--- src/hw/rtl/assert_macros.svh ---
// Assertion macros used by the top-level decompressor RTL file
`ifndef ASSERT_MACROS_SVH
`define ASSERT_MACROS_SVH
`ifndef SYNTHESIS
`define LBT_ASSERT_IMP(label, clk, rst_n, ante, cons) \
    label: assert property (@(posedge clk) disable iff (!rst_n) (ante) |-> (cons)) \
        else $error("%m: implication check failed");
`define LBT_ASSERT_NXT(label, clk, rst_n, ante, cons) \
    label: assert property (@(posedge clk) disable iff (!rst_n) (ante) |=> (cons)) \
        else $error("%m: next-cycle check failed");
`else
`define LBT_ASSERT_IMP(label, clk, rst_n, ante, cons)
`define LBT_ASSERT_NXT(label, clk, rst_n, ante, cons)
`endif
`endif

--- src/hw/rtl/lbt_pkg.sv ---
// Types, codes and tree tables of the bit-tree decompressor
package lbt_pkg;

    typedef enum logic [3:0] {
        PH_WORD_LO,
        PH_WORD_HI,
        PH_FLAG,
        PH_COUNT,
        PH_OFFSET,
        PH_LITERAL,
        PH_ESCAPE,
        PH_LOWOFF,
        PH_DONE
    } phase_t;

    typedef enum logic [2:0] {
        BK_IDLE,
        BK_LIT,
        BK_RD,
        BK_DATA,
        BK_FLUSH,
        BK_END
    } back_state_t;

    typedef enum logic [1:0] {
        CMD_LIT,
        CMD_COPY,
        CMD_END
    } cmd_kind_t;

    typedef struct packed {
        cmd_kind_t   kind;
        logic [7:0]  byte_val;
        logic [8:0]  run_len;
        logic [12:0] offset;
    } cmd_t;

    localparam logic [7:0] ESC_SKIP = 8'hFE;
    localparam logic [7:0] ESC_END  = 8'hFF;
    localparam logic [6:0] ESC_LEAF = 7'd25;
    localparam logic [8:0] ESC_BASE = 9'd25;
    localparam logic [6:0] SHORT_RUN = 7'd2;
    localparam logic [4:0] WORD_BITS = 5'd16;

    // entry {node, bit}; bit 7 marks a leaf
    localparam logic [7:0] COUNT_TREE [64] = '{
        8'h02, 8'h01, 8'h82, 8'h83, 8'h03, 8'h05, 8'h84, 8'h04,
        8'h85, 8'h86, 8'h06, 8'h08, 8'h87, 8'h07, 8'h88, 8'h89,
        8'h09, 8'h0B, 8'h8A, 8'h0A, 8'h8B, 8'h8C, 8'h0C, 8'h0E,
        8'h99, 8'h0D, 8'h8D, 8'h8E, 8'h0F, 8'h11, 8'h8F, 8'h10,
        8'h90, 8'h91, 8'h12, 8'h14, 8'h92, 8'h13, 8'h93, 8'h94,
        8'h15, 8'h16, 8'h95, 8'h96, 8'h97, 8'h98, 8'h00, 8'h00,
        8'h00, 8'h00, 8'h00, 8'h00, 8'h00, 8'h00, 8'h00, 8'h00,
        8'h00, 8'h00, 8'h00, 8'h00, 8'h00, 8'h00, 8'h00, 8'h00
    };

    localparam logic [7:0] OFFSET_TREE [64] = '{
        8'h01, 8'h80, 8'h02, 8'h07, 8'h03, 8'h04, 8'h81, 8'h82,
        8'h05, 8'h06, 8'h83, 8'h84, 8'h85, 8'h86, 8'h08, 8'h10,
        8'h09, 8'h0C, 8'h0A, 8'h0B, 8'h87, 8'h88, 8'h89, 8'h8A,
        8'h0D, 8'h0E, 8'h8B, 8'h8C, 8'h8D, 8'h0F, 8'h8E, 8'h8F,
        8'h11, 8'h18, 8'h12, 8'h15, 8'h13, 8'h14, 8'h90, 8'h91,
        8'h92, 8'h93, 8'h16, 8'h17, 8'h94, 8'h95, 8'h96, 8'h97,
        8'h19, 8'h1C, 8'h1A, 8'h1B, 8'h98, 8'h99, 8'h9A, 8'h9B,
        8'h1D, 8'h1E, 8'h9C, 8'h9D, 8'h9E, 8'h9F, 8'h00, 8'h00
    };

endpackage

--- src/hw/rtl/lbt_channels.sv ---


interface lbt_byte_if;
    logic       valid;
    logic       ready;
    logic [7:0] in_byte;
    modport source (output valid, output in_byte, input ready);
    modport sink (input valid, input in_byte, output ready);
endinterface


--- src/hw/rtl/lbt_front.sv ---
// Front end: flag bits, trees and byte classification into commands
module lbt_front (
    input  logic          clk,
    input  logic          rst_n,
    input  logic          decrypt_enable,
    lbt_byte_if.sink      din,
    input  logic          fifo_full,
    output logic          push,
    output lbt_pkg::cmd_t push_cmd
);

    lbt_pkg::phase_t phase_reg, phase_next;
    lbt_pkg::phase_t resume_reg, resume_next;
    logic [15:0] flag_reg, flag_next;
    logic [3:0]  bits_reg, bits_next;
    logic [4:0]  node_reg, node_next;
    logic [8:0]  len_reg, len_next;
    logic [4:0]  offhi_reg, offhi_next;

    logic accept;
    assign accept = din.valid && din.ready;

    always_comb
    begin
        logic            bitv;
        logic [3:0]      bits_inc;
        logic [7:0]      child;
        logic [7:0]      key;
        lbt_pkg::phase_t p;

        bitv     = flag_reg[bits_reg];
        bits_inc = bits_reg + 4'd1;
        child    = 8'h00;
        key      = 8'h00;
        p        = phase_reg;

        phase_next  = phase_reg;
        resume_next = resume_reg;
        flag_next   = flag_reg;
        bits_next   = bits_reg;
        node_next   = node_reg;
        len_next    = len_reg;
        offhi_next  = offhi_reg;
        din.ready   = 1'b0;
        push        = 1'b0;
        push_cmd    = '0;

        case (phase_reg)
            lbt_pkg::PH_WORD_LO:
            begin
                din.ready = 1'b1;
                if (accept)
                begin
                    flag_next  = {8'h00, din.in_byte};
                    phase_next = lbt_pkg::PH_WORD_HI;
                end
            end
            lbt_pkg::PH_WORD_HI:
            begin
                din.ready = 1'b1;
                if (accept)
                begin
                    flag_next  = {din.in_byte, flag_reg[7:0]};
                    phase_next = resume_reg;
                end
            end
            lbt_pkg::PH_LITERAL:
            begin
                din.ready = !fifo_full;
                if (accept)
                begin
                    key = decrypt_enable ? {3'b000, lbt_pkg::WORD_BITS - {1'b0, bits_reg}}
                                         : 8'h00;
                    push              = 1'b1;
                    push_cmd.kind     = lbt_pkg::CMD_LIT;
                    push_cmd.byte_val = din.in_byte ^ key;
                    phase_next        = lbt_pkg::PH_FLAG;
                end
            end
            lbt_pkg::PH_ESCAPE:
            begin
                din.ready = !fifo_full;
                if (accept)
                begin
                    if (din.in_byte == lbt_pkg::ESC_SKIP)
                    begin
                        phase_next = lbt_pkg::PH_FLAG;
                    end
                    else if (din.in_byte == lbt_pkg::ESC_END)
                    begin
                        push          = 1'b1;
                        push_cmd.kind = lbt_pkg::CMD_END;
                        phase_next    = lbt_pkg::PH_DONE;
                    end
                    else
                    begin
                        len_next   = {1'b0, din.in_byte} + lbt_pkg::ESC_BASE;
                        node_next  = 5'd0;
                        phase_next = lbt_pkg::PH_OFFSET;
                    end
                end
            end
            lbt_pkg::PH_LOWOFF:
            begin
                din.ready = !fifo_full;
                if (accept)
                begin
                    push             = 1'b1;
                    push_cmd.kind    = lbt_pkg::CMD_COPY;
                    push_cmd.run_len = len_reg;
                    push_cmd.offset  = {offhi_reg, din.in_byte};
                    phase_next       = lbt_pkg::PH_FLAG;
                end
            end
            lbt_pkg::PH_DONE:
            begin
                din.ready = 1'b1;
            end
            lbt_pkg::PH_FLAG, lbt_pkg::PH_COUNT, lbt_pkg::PH_OFFSET:
            begin
                if (phase_reg == lbt_pkg::PH_FLAG)
                begin
                    if (bitv)
                    begin
                        p         = lbt_pkg::PH_COUNT;
                        node_next = 5'd0;
                    end
                    else
                    begin
                        p = lbt_pkg::PH_LITERAL;
                    end
                end
                else if (phase_reg == lbt_pkg::PH_COUNT)
                begin
                    child = lbt_pkg::COUNT_TREE[{node_reg, bitv}];
                    if (child[7])
                    begin
                        if (child[6:0] == lbt_pkg::ESC_LEAF)
                        begin
                            p = lbt_pkg::PH_ESCAPE;
                        end
                        else
                        begin
                            len_next = {2'b00, child[6:0]};
                            if (child[6:0] == lbt_pkg::SHORT_RUN)
                            begin
                                offhi_next = 5'd0;
                                p          = lbt_pkg::PH_LOWOFF;
                            end
                            else
                            begin
                                node_next = 5'd0;
                                p         = lbt_pkg::PH_OFFSET;
                            end
                        end
                    end
                    else
                    begin
                        node_next = child[4:0];
                    end
                end
                else
                begin
                    child = lbt_pkg::OFFSET_TREE[{node_reg, bitv}];
                    if (child[7])
                    begin
                        offhi_next = child[4:0];
                        p          = lbt_pkg::PH_LOWOFF;
                    end
                    else
                    begin
                        node_next = child[4:0];
                    end
                end
                bits_next = bits_inc;
                if (bits_inc == 4'd0)
                begin
                    resume_next = p;
                    phase_next  = lbt_pkg::PH_WORD_LO;
                end
                else
                begin
                    phase_next = p;
                end
            end
            default:
            begin
                phase_next = lbt_pkg::PH_DONE;
            end
        endcase
    end

    always_ff @(posedge clk or negedge rst_n)
    begin
        if (!rst_n)
        begin
            phase_reg  <= lbt_pkg::PH_WORD_LO;
            resume_reg <= lbt_pkg::PH_FLAG;
            flag_reg   <= 16'h0000;
            bits_reg   <= 4'd0;
            node_reg   <= 5'd0;
            len_reg    <= 9'd0;
            offhi_reg  <= 5'd0;
        end
        else
        begin
            phase_reg  <= phase_next;
            resume_reg <= resume_next;
            flag_reg   <= flag_next;
            bits_reg   <= bits_next;
            node_reg   <= node_next;
            len_reg    <= len_next;
            offhi_reg  <= offhi_next;
        end
    end

endmodule

--- src/flat_wrapper.sv ---
// flat-port wrapper written by rule: the top's interface ports become plain ports
module lbt_front_flat 
  (clk, rst_n, decrypt_enable, fifo_full, push, push_cmd, din_valid, din_in_byte, din_ready);
  lbt_byte_if din_i ();
  input  logic clk;
  input  logic rst_n;
  input  logic decrypt_enable;
  input  logic fifo_full;
  output logic push;
  output lbt_pkg::cmd_t push_cmd;
  input wire logic [$bits(din_i.valid)-1:0] din_valid;
  input wire logic [$bits(din_i.in_byte)-1:0] din_in_byte;
  output wire logic [$bits(din_i.ready)-1:0] din_ready;
  assign din_i.valid = din_valid;
  assign din_i.in_byte = din_in_byte;
  assign din_ready = din_i.ready;
  lbt_front u_core (.clk(clk), .rst_n(rst_n), .decrypt_enable(decrypt_enable), .din(din_i), .fifo_full(fifo_full), .push(push), .push_cmd(push_cmd));
endmodule
--- config.mk ---
export PLATFORM = sky130hd
export DESIGN_NAME = lbt_front_flat
export DESIGN_NICKNAME = d
export VERILOG_FILES = /design/src/hw/rtl/assert_macros.svh /design/src/hw/rtl/lbt_pkg.sv /design/src/hw/rtl/lbt_channels.sv /design/src/hw/rtl/lbt_front.sv /design/src/flat_wrapper.sv
export SDC_FILE = /design/constraint.sdc
export NUM_CORES = 1
export LEC_CHECK = 0
export ABC_CLOCK_PERIOD_IN_PS = 4220
export BUFFER_PORTS_ARGS = -buffer_cell sky130_fd_sc_hd__buf_4
export CAP_MARGIN = 20
export CELL_PAD_IN_SITES_DETAIL_PLACEMENT = 0
export CELL_PAD_IN_SITES_GLOBAL_PLACEMENT = 2
export CORE_ASPECT_RATIO = 1.4
export CORE_MARGIN = 2
export CORE_UTILIZATION = 36
export DETAILED_ROUTE_END_ITERATION = 8
export GPL_TIMING_DRIVEN = 1
export MAX_ROUTING_LAYER = met4
export PLACE_DENSITY = 0.89
export SYNTH_ARGS = -nofsm -noshare
export SYNTH_HDL_FRONTEND = slang
export SYNTH_SLANG_ARGS = --single-unit
--- constraint.sdc ---
create_clock -name clk -period 4.22 [get_ports clk]
set_input_delay 0.422 -clock clk [delete_from_list [all_inputs] [get_ports clk]]
set_output_delay 0.422 -clock clk [all_outputs]
set_load 0.02 [all_outputs]
; ---- Word-level counts from Yosys, hierarchy flattened
; Memories as Yosys holds them, arrays and structs flattened.
; Cells that the tools add are included.
[word_totals]
latch_bits = 0
elab_cells = 131
out_inout_bits = 34
input_bits = 13
n_memories = 2
reg_bits = 47
mem_bits_ro = 1024
mem_bits_rw = 0
[op_classes]
div = 0
reduce_logical = 18
multipliers = 0
muxes = 64
add_sub_neg = 3
n_bitwise = 5
order_cmp = 2
shift = 0
n_eq_ne = 29
[mem_list]
columns = memory, words, width, read_ports, rd_clocked_by_memory_dff, wr, line
row1 = (name not given), 64, 8, 1, 0, 0, lbt_front.sv:135  ; child = lbt_pkg::COUNT_TREE[{node_reg, bitv}];
row2 = (name not given), 64, 8, 1, 0, 0, lbt_front.sv:164  ; child = lbt_pkg::OFFSET_TREE[{node_reg, bitv}];
[ops]
columns = op, n
row1 = 2-to-1 mux 5 bit, 16
row2 = 2-to-1 mux 9 bit, 7
row3 = 2-to-1 mux 4 bit, 12
row4 = 2-to-1 mux 8 bit, 6
row5 = 2-to-1 mux 22 bit, 2
row6 = 2-to-1 mux 16 bit, 2
row7 = one-hot mux 16 bit (2 select lines), 1
row8 = one-hot mux 4 bit (6 select lines), 1
row9 = one-hot mux 9 bit (2 select lines), 1
row10 = equality test 4 x 3 -> 1 bit (second input constant), 4
row11 = equality test 8 bit (second input constant), 2
row12 = AND reduction 8 bit, 2
row13 = inequality test 2 bit (second input constant), 7
row14 = inequality test 2 x 1 -> 1 bit (second input constant), 6
row15 = inequality test 5 x 4 -> 1 bit (second input constant), 2
row16 = one-hot mux 5 bit (2 select lines), 1
row17 = adder 8 x 5 -> 9 bit (second input constant), 1
row18 = OR reduction 3 bit, 3
row19 = equality test 4 x 2 -> 1 bit (second input constant), 2
row20 = zero test 4 bit, 2
row21 = 2-to-1 mux 2 bit, 4
row22 = XOR 8 bit, 1
row23 = equality test 7 x 2 -> 1 bit (second input constant), 1
row24 = equality test 7 x 5 -> 1 bit (second input constant), 1
row25 = other kinds (23), 34

; ---- Depth between registers and ports, before layout
[depth]
depth_word = 14
depth_mapped = 18
depth_no_buf = 15

; ---- Worst setup path before layout
; Ideal clock, no wire load.
[synth_timing]
path_type = reg-to-reg
start = reg u_core.bits_reg[1]
end = reg u_core.offhi_reg[0]
period_less_slack_ns = 3.645
setup_slack_ns = 0.575
t_required_ns = 4.095
t_arrival_ns = 3.520
path_stages_with_launch = 17
n_path_buf = 2
setup_ns = 0.125
path_cell_list = dfrtp_1 buf_4 or2b_2 o22ai_2 o21ai_2 and2_4 buf_6 ha_1 and2_1 o211ai_1 o21ai_0 o41ai_1 mux2i_2 and4b_1 and2_2 o21ai_2 mux2_2
[synth_via]
elab_chain_cells = 9
word_cells_on_any_way = 18
[synth_lines]
columns = element, line
row1 = "start, declared", lbt_front.sv:15  ; logic [3:0] bits_reg, bits_next;
row2 = "start signal, assigned", lbt_front.sv:210  ; bits_reg <= bits_next;
row3 = binary-select mux 1 bit (select 4 bit) (*), lbt_front.sv:31  ; bitv = flag_reg[bits_reg];
row4 = 2-to-1 mux 1 bit (not written as such) (*), lbt_front.sv:31
row5 = inverter 6 -> 7 bit (not written as such) (*), "lbt_front.sv:135, lbt_front.sv:164"
row6 = memory (64 x 8 bit), n/a
row7 = 2-to-1 mux 8 bit (not written as such) (2 in a row), lbt_front.sv:135
row8 = equality test 7 x 5 -> 1 bit / equality test 7 x 2 -> 1 bit (equally long branches), "lbt_front.sv:138, lbt_front.sv:145"
row9 = inequality test 2 bit (no source line), n/a
row10 = AND reduction 6 bit (no source line), n/a
row11 = "end signal, assigned", lbt_front.sv:213  ; offhi_reg <= offhi_next;
row12 = "end, declared", lbt_front.sv:18  ; logic [4:0] offhi_reg, offhi_next;
; Every way passes the cells marked *; elsewhere a longest branch is shown, timed or not. The select of a mux whose other input is x is not followed.
; A chain may end at the register's enable or synchronous reset.

; ---- Worst setup path after layout
[layout_timing]
start = reg u_core.bits_reg[2]
end = reg u_core.node_reg[2]
[layout_via]
elab_chain_cells = 10
word_cells_on_any_way = 21
[layout_lines]
columns = element, line
row1 = binary-select mux 1 bit (select 4 bit) (*), lbt_front.sv:31
row2 = 2-to-1 mux 1 bit (not written as such) (*), lbt_front.sv:31
row3 = "parallel branches: the longest is 8 deep, another holds memory (64 x 8 bit)", n/a
row4 = "end signal, assigned", lbt_front.sv:211  ; node_reg <= node_next;
row5 = "end, declared", lbt_front.sv:16  ; logic [4:0] node_reg, node_next;
; Every way passes the cells marked *. The select of a mux whose other input is x is not followed.

==> flow_summary.yaml <==
placed_design:
  routabilityCongestion: 0.934
  dp_slack_ns: 0.209
  io_buffer_count: 46
  hpwl_um: 9410
logic_synthesis:
  ys_types: 81
  synth.avg_cell_area_um2: 8.37
  ys_top_cells_by_count: "nand2_1 (57), dfrtp_1 (46), o21ai_0 (36), nor2_1 (35), a21oi_1 (32)"
  syn_nets: 523
  yosys_most_used_dff: "dfrtp_1"
  synth_compound_area_share_pct: 20.5
  syn_inst: 495
  synth.most_common_cell: "nand2_1"
  synth_top_family_by_area: "simple AND/OR/NAND/NOR gates"
  synth_xor_area_share_pct: 3.80
  synthTopCellsByArea: "dfrtp_1 (28%), mux2_2 (6.8%), nand2_1 (5.2%)"
  yosysWarnings: 0
  synthMuxAreaShare_pct: 11.3
  syn_area_um2: 4150
  synthAdderAreaFrac_pct: 4.53
  synth-edff-count: 0
  synth_seq_area_share_pct: 28.4
  synth_top_area_share_pct: 27.8
  async_flop_share_pct: 100
  ys_ff_latch: 47
  synthSimpleGateAreaFrac_pct: 24.6
  synth_top_area_cell: "dfrtp_1"
flow_run:
  drv_cap: 0
cts:
  clk_root_buffer_cell: "clkbuf_16"
  numClockSinks: 47
  path_clk_slew_ns: 0.07
  cts_hold_buf: 0
  cts_setup_buffers: 0
  cts_made_buffers: 5
  cts_resized: 0
  cts_buffer_depth: 2
  cts_tree: "done"
  htree_levels: 2
  insertion_delay_ns: 0.29
sta:
  timing.final.crit_share_pct: 94.0
  finalCriticalPeriod_ns: 3.97
  rsz0062_at_grt: "no"
  skew_ns: 0.00586
  finalHoldViolations: 0
  maxSlewViolCount: 0
  finalSetupViolations: 0
  timing.final.ws_setup_ns: 0.253
  timing.fmax_mhz: 252
  slew-limit-headroom_pct: 52.0
  tns_ns: 0
  tightestPinTransition_ns: 0.719
  whs_ns: 0.133
cells_and_area:
  fin_nets: 560
  drive_gt1_share_pct: 24.4
  antenna_cells: 0
  largest_reg_flops: 16
  syn2layout_area_growth_pct: 14.5
  final_util_pct: 42.1
global_routing:
  grt_max_degree: 48
  grt_antenna_before_repair: 0
  grt_pass1_wl_um: 19400
  grt_pass1_vias: 3611
  grt_usage_pct: 20.9
  grt_overflow: 0
route:
  drtAntennaViolNets: 0
  drc: 0
  num_vias: 3763
  via_per_inst: 5.56
  wl_um: 12400
  drtIter0Drc: 215
  wl_per_cell_um: 18.3
  first_pass_iters: 4
worst_hold_path:
  hold_path_class: "in2async"
floorplan:
  ioPinCount: 47
  start_util_pct: 36.7
  die_area_um2: 12400
  design.core.area_um2: 11300
  die_y_um: 131
  fp-row-count: 46
  die_x_um: 94.7
pwr:
  p_leak_nw: 2.00
  peakVddDrop_v: 0.000422
  finalPower_mw: 2.80
  p_per_area_nw_per_um2: 590
critical_path:
  critPathKind: "reg2reg"
  slowest_delay_ns: 0.51
  critPathRequiredTime_ns: 4.40
  path_cells: "mux2_1 -> o22a_1 -> nand4_2 -> and2_4 -> inv_2 -> ha_1 -> o32ai_1 -> mux2i_1 -> a311oi_2 -> and4b_1 -> o21ai_1 -> and3_1 -> mux2_4"
  cp_max_fo: 10
  reg2reg_to: "u_core.node_reg[2]$_DFFE_PN0P_"
  critPathSlowestCell: "a311oi_2"
  endpoint_kind: "flip-flop"
  arrival_ns: 4.15
  r2r_start: "u_core.bits_reg[2]$_DFFE_PN0N_"
  crit_buf_inv: 1
  r2r_setup_slack_ns: 0.25
  crit_family: "compound AO/OA/AOI/OAI gates"
  cp-start-kind: "flip-flop"
  ff2ff_path_depth: 13
run_status:
  outcome: "completed"
where the power goes:
group	leakage, nW	switching [mW]	internal [mW]
combinational	1.33	0.947	0.690
sequential	0.599	0.145	0.619
clock	0.0669	0.178	0.219
total	2.00	1.27	1.53
layer usage:
metal,share of wire (%),track usage [%]
met1,39,23.7
met2,55,38.7
met3,3.5,1.38
met4,2.3,6.99
met5,0,-
worst max-delay path by stage:
| stage | to | from | depth (start not counted) | slack, ns |
|---|---|---|---|---|
| final | u_core.node_reg[2]$_DFFE_PN0P_ | u_core.bits_reg[2]$_DFFE_PN0N_ | 13 | 0.25 |
| after CTS | u_core.offhi_reg[4]$_DFFE_PN0P_ | u_core.bits_reg[2]$_DFFE_PN0N_ | 15 | 0.19 |
| after global routing | u_core.offhi_reg[4]$_DFFE_PN0P_ | u_core.bits_reg[2]$_DFFE_PN0N_ | 16 | 0.007 |
| after floorplan | u_core.offhi_reg[0]$_DFFE_PN0P_ | u_core.bits_reg[1]$_DFFE_PN0N_ | 16 | 0.58 |
| after detailed placement | u_core.offhi_reg[4]$_DFFE_PN0P_ | u_core.bits_reg[2]$_DFFE_PN0N_ | 15 | 0.21 |
| after global placement | u_core.node_reg[3]$_DFFE_PN0P_ | u_core.bits_reg[2]$_DFFE_PN0N_ | 13 | 0.27 |
layout by cell type (no fill, tap or decap), types with 12 or more instances in the layout:
cell	netlist	routed
o21ai_0	36	36
nand3_1	14	14
ha_1	15	15
nor3_1	14	13
dfrtp_1	46	44
a21oi_1	32	32
nor2_1	35	35
xnor2_1	12	12
and2_1	28	28
mux2_2	25	25
nand2_1	57	57
buf_4	2	65
cell families (layout without fill, tap and decap cells):
family                   Yosys count  in the layout
XOR/XNOR                          18             18
AO/OA/AOI/OAI                    130            130
multiplexers                      41             41
AND/OR/NAND/NOR                  197            197
adder cells (fa/ha/maj)           15             15
flip-flops                        47             47
buffers and inverters             47             85
worst register-to-register path: stages, from the launching register on:
cell      delay [ns]
dfrtp_2         0.47
mux2_1          0.36
o22a_1          0.23
nand4_2         0.12
and2_4          0.22
inv_2           0.12
ha_1            0.27
o32ai_1         0.33
mux2i_1         0.18
a311oi_2        0.51
and4b_1         0.32
o21ai_1         0.08
and3_1          0.30
mux2_4          0.34
layout make-up:
class                      count  area (um2)
timing repair buffer          66         508
fill                        1160        6540
inverter                      11        41.3
multi-input combinational    401        2690
clock buffer                   6         129
tap                          144         180
sequential                    47        1180
clock inverter                 2        12.5
metrics by stage:
stage               instance area [um2]  instances
detailed placement                 4590        669
global route                       4740        677
floorplan                          4150        495
CTS                                4730        677
global placement                   4590        669
finish                             4740        677
Note: power is estimated with default switching activity, not from simulation.
