===== config.mk =====
export PLATFORM = sky130hd
export DESIGN_NAME = lbt_cmd_fifo
export DESIGN_NICKNAME = d
export VERILOG_FILES = /design/src/hw/rtl/assert_macros.svh /design/src/hw/rtl/lbt_pkg.sv /design/src/hw/rtl/lbt_cmd_fifo.sv
export SDC_FILE = /design/constraint.sdc
export NUM_CORES = 1
export LEC_CHECK = 0
export BUFFER_PORTS_ARGS = -buffer_cell sky130_fd_sc_hd__buf_2
export CAP_MARGIN = 10
export CORE_MARGIN = 3
export CORE_UTILIZATION = 50
export DETAILED_ROUTE_END_ITERATION = 12
export PLACE_DENSITY = 0.76
export SETUP_SLACK_MARGIN = 0.3
export SYNTH_ARGS = -nofsm -noshare
export SYNTH_HDL_FRONTEND = slang
export SYNTH_SLANG_ARGS = --single-unit

===== constraint.sdc =====
create_clock -name clk -period 4.7 [get_ports clk]
set_input_delay 0.94 -clock clk [delete_from_list [all_inputs] [get_ports clk]]
set_output_delay 0.94 -clock clk [all_outputs]
set_load 0.05 [all_outputs]

===== src/hw/rtl/assert_macros.svh =====
// Assertion macros used by the top-level decompressor RTL file
`ifndef ASSERT_MACROS_SVH
`define ASSERT_MACROS_SVH
`ifndef SYNTHESIS
`define LBT_ASSERT_IMP(label, clk, rst_n, ante, cons) \
    label: assert property (@(posedge clk) disable iff (!rst_n) (ante) |-> (cons)) \
        else $error("%m: implication check failed");
`define LBT_ASSERT_NXT(label, clk, rst_n, ante, cons) \
    label: assert property (@(posedge clk) disable iff (!rst_n) (ante) |=> (cons)) \
        else $error("%m: next-cycle check failed");
`else
`define LBT_ASSERT_IMP(label, clk, rst_n, ante, cons)
`define LBT_ASSERT_NXT(label, clk, rst_n, ante, cons)
`endif
`endif


===== src/hw/rtl/lbt_pkg.sv =====
// Types, codes and tree tables of the bit-tree decompressor
package lbt_pkg;

    typedef enum logic [3:0] {
        PH_WORD_LO,
        PH_WORD_HI,
        PH_FLAG,
        PH_COUNT,
        PH_OFFSET,
        PH_LITERAL,
        PH_ESCAPE,
        PH_LOWOFF,
        PH_DONE
    } phase_t;

    typedef enum logic [2:0] {
        BK_IDLE,
        BK_LIT,
        BK_RD,
        BK_DATA,
        BK_FLUSH,
        BK_END
    } back_state_t;

    typedef enum logic [1:0] {
        CMD_LIT,
        CMD_COPY,
        CMD_END
    } cmd_kind_t;

    typedef struct packed {
        cmd_kind_t   kind;
        logic [7:0]  byte_val;
        logic [8:0]  run_len;
        logic [12:0] offset;
    } cmd_t;

    localparam logic [7:0] ESC_SKIP = 8'hFE;
    localparam logic [7:0] ESC_END  = 8'hFF;
    localparam logic [6:0] ESC_LEAF = 7'd25;
    localparam logic [8:0] ESC_BASE = 9'd25;
    localparam logic [6:0] SHORT_RUN = 7'd2;
    localparam logic [4:0] WORD_BITS = 5'd16;

    // entry {node, bit}; bit 7 marks a leaf
    localparam logic [7:0] COUNT_TREE [64] = '{
        8'h02, 8'h01, 8'h82, 8'h83, 8'h03, 8'h05, 8'h84, 8'h04,
        8'h85, 8'h86, 8'h06, 8'h08, 8'h87, 8'h07, 8'h88, 8'h89,
        8'h09, 8'h0B, 8'h8A, 8'h0A, 8'h8B, 8'h8C, 8'h0C, 8'h0E,
        8'h99, 8'h0D, 8'h8D, 8'h8E, 8'h0F, 8'h11, 8'h8F, 8'h10,
        8'h90, 8'h91, 8'h12, 8'h14, 8'h92, 8'h13, 8'h93, 8'h94,
        8'h15, 8'h16, 8'h95, 8'h96, 8'h97, 8'h98, 8'h00, 8'h00,
        8'h00, 8'h00, 8'h00, 8'h00, 8'h00, 8'h00, 8'h00, 8'h00,
        8'h00, 8'h00, 8'h00, 8'h00, 8'h00, 8'h00, 8'h00, 8'h00
    };

    localparam logic [7:0] OFFSET_TREE [64] = '{
        8'h01, 8'h80, 8'h02, 8'h07, 8'h03, 8'h04, 8'h81, 8'h82,
        8'h05, 8'h06, 8'h83, 8'h84, 8'h85, 8'h86, 8'h08, 8'h10,
        8'h09, 8'h0C, 8'h0A, 8'h0B, 8'h87, 8'h88, 8'h89, 8'h8A,
        8'h0D, 8'h0E, 8'h8B, 8'h8C, 8'h8D, 8'h0F, 8'h8E, 8'h8F,
        8'h11, 8'h18, 8'h12, 8'h15, 8'h13, 8'h14, 8'h90, 8'h91,
        8'h92, 8'h93, 8'h16, 8'h17, 8'h94, 8'h95, 8'h96, 8'h97,
        8'h19, 8'h1C, 8'h1A, 8'h1B, 8'h98, 8'h99, 8'h9A, 8'h9B,
        8'h1D, 8'h1E, 8'h9C, 8'h9D, 8'h9E, 8'h9F, 8'h00, 8'h00
    };

endpackage


===== src/hw/rtl/lbt_cmd_fifo.sv =====
// Two-entry command queue between front and back
module lbt_cmd_fifo (
    input  logic          clk,
    input  logic          rst_n,
    input  logic          push,
    input  lbt_pkg::cmd_t push_cmd,
    output logic          full,
    input  logic          pop,
    output logic          empty,
    output lbt_pkg::cmd_t head
);

    lbt_pkg::cmd_t slot_reg [2];
    logic       wptr_reg, wptr_next;
    logic       rptr_reg, rptr_next;
    logic [1:0] cnt_reg, cnt_next;

    assign full  = (cnt_reg == 2'd2);
    assign empty = (cnt_reg == 2'd0);
    assign head  = slot_reg[rptr_reg];

    always_comb
    begin
        wptr_next = wptr_reg ^ push;
        rptr_next = rptr_reg ^ pop;
        cnt_next  = cnt_reg + {1'b0, push} - {1'b0, pop};
    end

    always_ff @(posedge clk or negedge rst_n)
    begin
        if (!rst_n)
        begin
            wptr_reg <= 1'b0;
            rptr_reg <= 1'b0;
            cnt_reg  <= 2'd0;
        end
        else
        begin
            wptr_reg <= wptr_next;
            rptr_reg <= rptr_next;
            cnt_reg  <= cnt_next;
        end
    end

    always_ff @(posedge clk)
    begin
        if (push)
        begin
            slot_reg[wptr_reg] <= push_cmd;
        end
    end

endmodule


Yosys cells after proc, flatten, opt, wreduce, memory -nomap -nowiden. Memories as Yosys holds them, arrays and structs flattened. Index checks and enable logic that the tools add are counted.

Flip-flop bits (word level): 4. RAM bits: 64. Output and inout port bits: 34. Word-level logic and storage cells: 12. Memories kept: 1.

Add/sub/neg operators: 2. Equality and inequality tests: 1. Muxes and demuxes: 2. Bitwise logic cells: 2. Reduce and logical (&&, ||, !) cells: 1.

Memories: slot_reg (depth 2, bits a word 32, read ports 1, clocked after Yosys merged registers in 0, write ports 1, RTL line lbt_cmd_fifo.sv:13) `lbt_pkg::cmd_t slot_reg [2];`.

Operators by type and width (count): $add A2 B1 Y2 (1); $eq A2 B2 Y1 const B (1); $logic_not A2 Y1 (1); $mux W1 (2); $sub A2 B1 Y2 (1); $xor A1 B1 Y1 (2).

Depth between registers and ports, before layout. Gate-level depths: netlist of the first run.

Word-level depth: 2. Mapped depth: 5. Depth with buffers taken out: 5.

Worst setup path after synthesis of the first run. OpenSTA, ideal clock, no wires.

Path type: input to register. Start: input port push. End: memory slot_reg[0][0] (netlist bit) (enable). Library setup time: 0.392 ns. Arrival: 1.770 ns. Data required time: 4.308 ns. Slack: 2.538 ns. Stages on the path: 1. Cell sequence: ha_1.

Longest elaborated chain between the ends: 2.

RTL lines: from (decl) (RTL line lbt_cmd_fifo.sv:5) `input logic push,`; $mux W1 (RTL line lbt_cmd_fifo.sv:47) `if (push)`; $mux W1 (not written as such) (RTL line lbt_cmd_fifo.sv:49) `slot_reg[wptr_reg] <= push_cmd;`; to (decl) (RTL line lbt_cmd_fifo.sv:13).

Every way passes these cells.

==> results.json, run 1 <==
{
  "outcome": "completed",
  "min_period_ns": 2.91,
  "synth.area.top_cells": "edfxtp_1 (72%), mux2_4 (16%), dfrtp_1 (3.7%)",
  "wl_um": 4190,
  "die_x_um": 79.1,
  "dieArea_sq_um": 6250,
  "worst_setup_path_start_kind": "flop",
  "wl_per_cell_um": 15.7,
  "grt_max_degree": 34,
  "avgSynthCellArea_sq_um": 23.0,
  "end_kind": "primary output",
  "peakVddDrop_mv": 0.541,
  "fin_nets": 234,
  "htree_levels": 3,
  "max_cap_violations": 0,
  "synth_top_area_share_pct": 72.0,
  "grt_pass1_vias": 1384,
  "drc_errors": 0,
  "reg2reg_slack_ns": 2.96,
  "synth_top_cell_by_area": "edfxtp_1",
  "finalCritPeriodShare_pct": 61.9,
  "ys_top_cells_by_count": "edfxtp_1 (64), mux2_4 (29), dfrtp_1 (4), ha_1 (4), inv_1 (4)",
  "cts-root-buf": "clkbuf_8",
  "stdcell_area_sq_um": 3220,
  "reg2reg_to": "slot_reg[0][7]",
  "antenna_found_initial": 0,
  "r2r_cells": 3,
  "hold_buffers": 0,
  "placed_area_sq_um": 3040,
  "ys_ff_latch": 68,
  "synth_flop_cell": "edfxtp_1",
  "relSlewSlack_pct": 33.7,
  "place.gp.congestion": 0.617,
  "final.setup.tns_ns": 0,
  "ant_nets": 0,
  "min_path_type": "input port to async pin",
  "ioPinCount": 70,
  "first_pass_iters": 4,
  "required_ns": 3.76,
  "ys_seq_area_share_pct": 75.7,
  "grt.total_usage_pct": 14.6,
  "clkSinkCount": 68,
  "tightestPinTransition_ns": 0.994,
  "initial_core_util_pct": 54.0,
  "grt-ovfl-total": 0,
  "rr_startpoint": "wptr_reg",
  "fin_util_pct": 65.2,
  "post_cts_resized": 0,
  "fmax_mhz": 344,
  "syn_nets": 156,
  "vias_per_cell": 4.74,
  "drt-initial-drc-count": 80,
  "rsz0062_at_grt": "no",
  "power.density_nw_per_um2": 708,
  "clk_latency_ns": 0.33,
  "tritoncts": "done",
  "clockBufferDepth": 2,
  "io_buffer_count": 69,
  "area_growth_pct": 20.7,
  "largest_register_ffs": 64,
  "critPathArrivalTime_ns": 1.97,
  "antenna_cells": 0,
  "synth.distinct_cells": 12,
  "netlist_area_sq_um": 2670,
  "syn_inst": 116,
  "drv_slew": 0,
  "finalPower_mw": 2.28,
  "postCtsSetupBuffers": 0,
  "leakagePower_nw": 1.35,
  "grt_pass1_wl_um": 6600,
  "fillers": 384,
  "setup_ws_ns": 1.79,
  "synth_most_common_cell": "edfxtp_1",
  "critPathKind": "flop to primary output",
  "skew_ns": 0.00703,
  "num_rows": 25,
  "drive_gt1_share_pct": 58.3,
  "yosysWarnings": 0,
  "num_vias": 1261,
  "setup_violations": 0,
  "synth_edf_count": 64,
  "clk_pin_slew_ns": 0.06,
  "worstPathMaxFanout": 33,
  "coreArea_sq_um": 4940,
  "preCtsSetupSlack_ns": 2.10,
  "async_flop_share_pct": 5.88,
  "numCtsBuffers": 9,
  "die_h_um": 79.1,
  "final-hold-violation-count": 0
}
[layout make-up]
class                           instances  area [sq um]  share of cell area, %
Clock buffer                           13           139                   4.31
Timing Repair Buffer                   71           360                   11.2
Tap cell                               67          83.8                   2.60
Sequential cell                        68          2020                   62.8
Clock inverter                          3          40.0                   1.24
Inverter                                4          15.0                  0.466
Multi-Input combinational cell         40           562                   17.4
[critical path, cell delays in order (launching register included)]
cell and delay (ns):
dfrtp_2 1.01, mux2_2 0.41, buf_2 0.21
[metrics by stage]
stage	instances	hold slack [ns]
global route	266	0.392
CTS	266	0.391
finish	266	0.413
global placement	250	0.590
floorplan	116	0.580
detailed placement	250	0.639
[metal layers]
metal / global-route usage [%] / routed length (um)
met1: 16.4 / 1630
met2: 23.9 / 2180
met3: 4.65 / 305
met4: 9.28 / 65
met5: 0 / 0
[cells by family after synthesis]
group,synth area share (%)
flip-flops,75.7
multiplexers,17.6
buffers and inverters,3.23
adder cells (fa/ha/maj),1.87
XOR/XNOR,1.22
AND/OR/NAND/NOR,0.375
[power breakdown]
| group | switching, mW | internal, mW |
|---|---|---|
| logic | 0.602 | 0.327 |
| clock network | 0.192 | 0.244 |
| registers | 0.109 | 0.808 |
| total | 0.903 | 1.38 |
[cell usage in the layout, fill, tap and decap left out]
| master | n |
|---|---|
| buf_4 | 2 |
| edfxtp_1 | 64 |
| buf_2 | 69 |
| clkbuf_8 | 9 |
| ha_1 | 4 |
| clkinv_2 | 2 |
| dfrtp_1 | 3 |
| inv_1 | 4 |
| nor2_1 | 1 |
| clkbuf_1 | 4 |
| mux2_2 | 3 |
| bufinv_16 | 1 |
| xor2_1 | 1 |
| mux2_4 | 29 |
| dfrtp_2 | 1 |
| xor3_1 | 1 |
| nor2b_1 | 1 |
[how the worst max path moves through the flow]
stage | from | endpoint | slack [ns] | cells after the start
after global placement | rptr_reg | head[1] | 2.11 | 2
after CTS | rptr_reg | head[31] | 1.73 | 2
after global routing | rptr_reg | head[0] | 1.66 | 2
after floorplan | push | slot_reg[0][0] | 2.54 | 1
after detailed placement | rptr_reg | head[31] | 2.10 | 2
final | rptr_reg | head[31] | 1.79 | 2
Note: power is estimated with default switching activity, not from simulation.
==> run 2: changes to the inputs <==
CORE_UTILIZATION = 47   (was 50)
PLACE_DENSITY = 0.75   (was 0.76)
clock period = 2.4 ns   (was 4.7 ns; I/O delays follow)
==> results.json, run 2 (synthesized netlist as in run 1, its figures left out) <==
{
  "die_h_um": 81.4,
  "vias_per_cell": 4.72,
  "final.setup.tns_ns": 0,
  "area_growth_pct": 24.9,
  "end_kind": "primary output",
  "outcome": "completed",
  "first_pass_iters": 3,
  "drt-initial-drc-count": 60,
  "min_from": "push_cmd[7]",
  "final_common_cell": "buf_2",
  "max_cap_violations": 0,
  "wl_per_cell_um": 15.6,
  "worst_setup_path_start_kind": "flop",
  "whs_endpoint": "slot_reg[1][7]",
  "finalCritPeriodShare_pct": 83.7,
  "crit_buf_inv": 2,
  "io_buffer_count": 69,
  "clkSinkCount": 68,
  "grt-ovfl-total": 0,
  "reg2reg_slack_ns": 1.15,
  "numCtsBuffers": 9,
  "initial_core_util_pct": 50.4,
  "critPathArrivalTime_ns": 1.53,
  "worstPathMaxFanout": 20,
  "drc_errors": 0,
  "reg2reg_to": "slot_reg[0][6]",
  "wl_um": 4280,
  "r2r_cells": 3,
  "place.gp.congestion": 0.667,
  "timing.hold.ws_ns": 0.333,
  "ant_nets": 0,
  "fin_nets": 239,
  "cts-root-buf": "clkbuf_8",
  "antenna_found_initial": 0,
  "power.density_nw_per_um2": 1420,
  "tritoncts": "done",
  "clockBufferDepth": 2,
  "coreArea_sq_um": 5300,
  "min_period_ns": 2.01,
  "required_ns": 1.92,
  "startpoint": "rptr_reg",
  "min_path_type": "input port to flop",
  "die_x_um": 81.4,
  "hold_depth": 1,
  "largest_register_ffs": 64,
  "final-hold-violation-count": 0,
  "num_vias": 1294,
  "fmax_mhz": 498,
  "cp_top_family": "buffers and inverters",
  "relSlewSlack_pct": 81.9,
  "rr_startpoint": "wptr_reg",
  "final_cell_mix": "buf_2 (69), edfxtp_1 (64), mux2_4 (29)",
  "antenna_cells": 0,
  "critPathMaxStageDelay_ns": 0.38,
  "setup_violations": 0,
  "leakagePower_nw": 1.40,
  "num_rows": 26,
  "postCtsSetupBuffers": 0,
  "cp_slowest_cell": "dfrtp_2",
  "grt_max_degree": 21,
  "drive_gt1_share_pct": 60.3,
  "ioPinCount": 70,
  "drv_slew": 0,
  "dieArea_sq_um": 6620,
  "hpwl_um": 3000,
  "tightestPinTransition_ns": 0.271,
  "grt.total_usage_pct": 14.3,
  "skew_ns": 0.00496,
  "clk_latency_ns": 0.33,
  "peakVddDrop_mv": 0.884,
  "grt_pass1_vias": 1383,
  "critPathKind": "flop to primary output",
  "finalPower_mw": 4.75,
  "htree_levels": 3,
  "rsz0062_at_grt": "no",
  "clk_pin_slew_ns": 0.07,
  "crit_chain": "buf_6, mux2_4, buf_2",
  "grt_pass1_wl_um": 6610
}
==> run 2: repair_timing <==
item | CTS | global route
gates resized for setup | 1 | 1
setup endpoints to repair | 1 | 1
pin swaps | 0 | 0
endpoints found under the hold margin | 4 | 0
hold buffers | 1 | 0
==> run 2: report_power, final <==
group | internal, mW | switching [mW]
registers | 1.58 | 0.0803
logic | 0.664 | 1.33
clock network | 0.686 | 0.401
total | 2.93 | 1.81
==> run 2: worst max path at each step <==
stage	slack (ns)	to	cells after the start
2_1_floorplan	0.70	slot_reg[0][0]	1
3_5_place_dp	0.67	head[11]	3
5_1_grt	0.31	head[11]	3
6_report	0.39	head[11]	3
4_1_cts	0.35	head[1]	3
3_3_place_gp	0.69	head[27]	3
==> run 2: layout make-up <==
class,instances,area [sq um]
clock inverters,7,115
well taps,70,87.6
repair buffers,76,408
multi-input cells,40,562
fillers,384,1970
inverters,4,15.0
flip-flops and latches,68,2020
clock buffers,9,124
==> run 2: layer usage <==
layer | part of all wire (%) | global-route usage (%) | up-vias | routed length [um]
li1 | - | - | 613 | -
met1 | 36 | 15.1 | 641 | 1560
met2 | 57 | 24.6 | 35 | 2430
met3 | 5.7 | 5.43 | 5 | 243
met4 | 1.1 | 7.60 | 0 | 46
met5 | 0 | 0 | - | 0
==> run 2: stage by stage <==
stage | std cells | instance area [sq um] | setup slack [ns] | utilization, %
final | 274 | 3330 | 0.392 | 62.9
after global routing | 274 | 3330 | 0.312 | 62.9
after CTS | 274 | 3330 | 0.348 | 62.8
after detailed placement | 257 | 3080 | 0.671 | 58.0
after global placement | 257 | 3080 | 0.694 | 58.0
after floorplan | 116 | 2670 | 0.698 | -
==> run 3: changes to the inputs <==
clock period = 1.8 ns   (was 2.4 ns; I/O delays follow)
==> results.json, run 3 (synthesized netlist as in run 1, its figures left out) <==
{
  "leakagePower_nw": 1.45,
  "antenna_found_initial": 0,
  "coreArea_sq_um": 5300,
  "required_ns": 1.44,
  "die_h_um": 81.4,
  "setup_violations": 9,
  "first_pass_iters": 4,
  "num_rows": 26,
  "dieArea_sq_um": 6620,
  "setup_ws_ns": -0.0355,
  "area_growth_pct": 32.4,
  "drt-initial-drc-count": 51,
  "max_cap_violations": 0,
  "clk_latency_ns": 0.32,
  "min_period_ns": 1.84,
  "wl_um": 4200,
  "grt-ovfl-total": 0,
  "grt_max_degree": 33,
  "clockBufferDepth": 2,
  "vias_per_cell": 4.72,
  "io_buffer_count": 69,
  "relSlewSlack_pct": 86.7,
  "tritoncts": "done",
  "clkSinkCount": 68,
  "grt_pass1_vias": 1368,
  "worst_setup_path_start_kind": "flop",
  "end_kind": "primary output",
  "drc_errors": 0,
  "min_path_type": "input port to flop",
  "numCtsBuffers": 9,
  "final_cell_mix": "edfxtp_1 (64), buf_2 (35), mux2_4 (29)",
  "power.density_nw_per_um2": 1840,
  "violations": "negative setup slack",
  "fin_util_pct": 66.7,
  "cp_slowest_cell": "dfrtp_2",
  "drv_slew": 0,
  "fin_nets": 239,
  "crit_chain": "buf_4, buf_8, mux2_4, buf_6",
  "rsz0062_at_grt": "yes",
  "ff_latch_area_sq_um": 2020,
  "ant_nets": 0,
  "fmax_mhz": 545,
  "outcome": "finished, violations left",
  "fillers": 350,
  "drive_gt1_share_pct": 58.3,
  "grt.total_usage_pct": 14.0,
  "final-hold-violation-count": 0,
  "initial_core_util_pct": 50.4,
  "clk_pin_slew_ns": 0.06,
  "tightestPinTransition_ns": 0.199,
  "finalCritPeriodShare_pct": 102,
  "multi_input_area_sq_um": 567,
  "final_common_cell": "edfxtp_1",
  "crit_buf_inv": 3,
  "htree_levels": 3,
  "grt_pass1_wl_um": 6360,
  "preCtsSetupSlack_ns": 0.274,
  "critPathArrivalTime_ns": 1.48,
  "place.gp.congestion": 0.671,
  "skew_ns": 0.00406,
  "num_vias": 1294,
  "critPathMaxStageDelay_ns": 0.42,
  "largest_register_ffs": 64,
  "cp_top_family": "buffers and inverters",
  "hpwl_um": 2770,
  "peakVddDrop_mv": 0.993,
  "timing.hold.ws_ns": 0.223,
  "worstPathMaxFanout": 7,
  "cts-root-buf": "clkbuf_8",
  "ioPinCount": 70,
  "wl_per_cell_um": 15.3,
  "die_x_um": 81.4,
  "critPathKind": "flop to primary output",
  "antenna_cells": 0
}
## run 3: cell types whose count changed in the layout (fill, tap and decap cells not counted), sizes merged
cell and delta:
clkinv -3, clkbuf +7, clkinvlp -1, bufinv -3
## run 3: final cells by class
cell class / instances / share of cell area, %
Tap cell: 70 / 2.48
Multi-Input combinational cell: 40 / 16.0
Timing Repair Buffer: 76 / 19.6
Sequential cell: 68 / 57.2
Inverter: 4 / 0.425
Clock buffer: 16 / 4.25
## run 3: path summary, 6_finish.rpt
path / start / to / slack (ns) / cells past startpoint
min in group asynchronous: rst_n / cnt_reg[0] / 0.36 / 2
max in group asynchronous: rst_n / rptr_reg / 1.31 / 2
worst min-delay path: push_cmd[15] / slot_reg[0][15] / 0.22 / 1
worst min register to register: cnt_reg[1] / cnt_reg[1] / 0.64 / 1
worst max-delay path: rptr_reg / head[22] / -0.04 / 4
worst max register to register: cnt_reg[0] / cnt_reg[1] / 0.54 / 5
## run 3: stage by stage
stage	total power, mW	instances	setup TNS [ns]	area (sq um)
2_1_floorplan	4.55	116	0	2680
3_3_place_gp	4.90	255	0	3110
3_5_place_dp	4.96	255	0	3110
4_1_cts	6.50	273	-0.449	3510
5_1_grt	6.77	274	-1.46	3530
6_report	6.49	274	-0.212	3530
## run 3: worst reg2reg max path: stages (launching register included)
cell and delay [ns]:
dfrtp_1 0.37, inv_1 0.06, ha_1 0.28, inv_1 0.07, ha_1 0.14, xor3_1 0.22
## run 3: power breakdown
| group | leakage, nW | switching (mW) | internal, mW |
|---|---|---|---|
| combinational | 0.728 | 1.88 | 1.43 |
| sequential | 0.646 | 0.104 | 2.11 |
| clock | 0.0730 | 0.458 | 0.504 |
| total | 1.45 | 2.44 | 4.05 |
## run 3: timing repair
| item | 4_1_cts | 5_1_grt |
|---|---|---|
| hold buffers | 1 | 0 |
| gates cloned | 0 | 0 |
| gates resized for setup | 74 | 7 |
| setup endpoints to repair | 32 | 34 |
| buffers inserted | 1 | 1 |
| hold endpoints to repair | 4 | 0 |
## run 3: routing by layer
metal	up-vias	GRT usage, %	part of all wire (%)	wire length, um
met5	-	0	0	0
met4	0	9.63	1.8	77
met3	9	4.43	6.2	260
met2	45	24.9	56	2370
met1	627	13.7	36	1500
li1	613	-	-	-
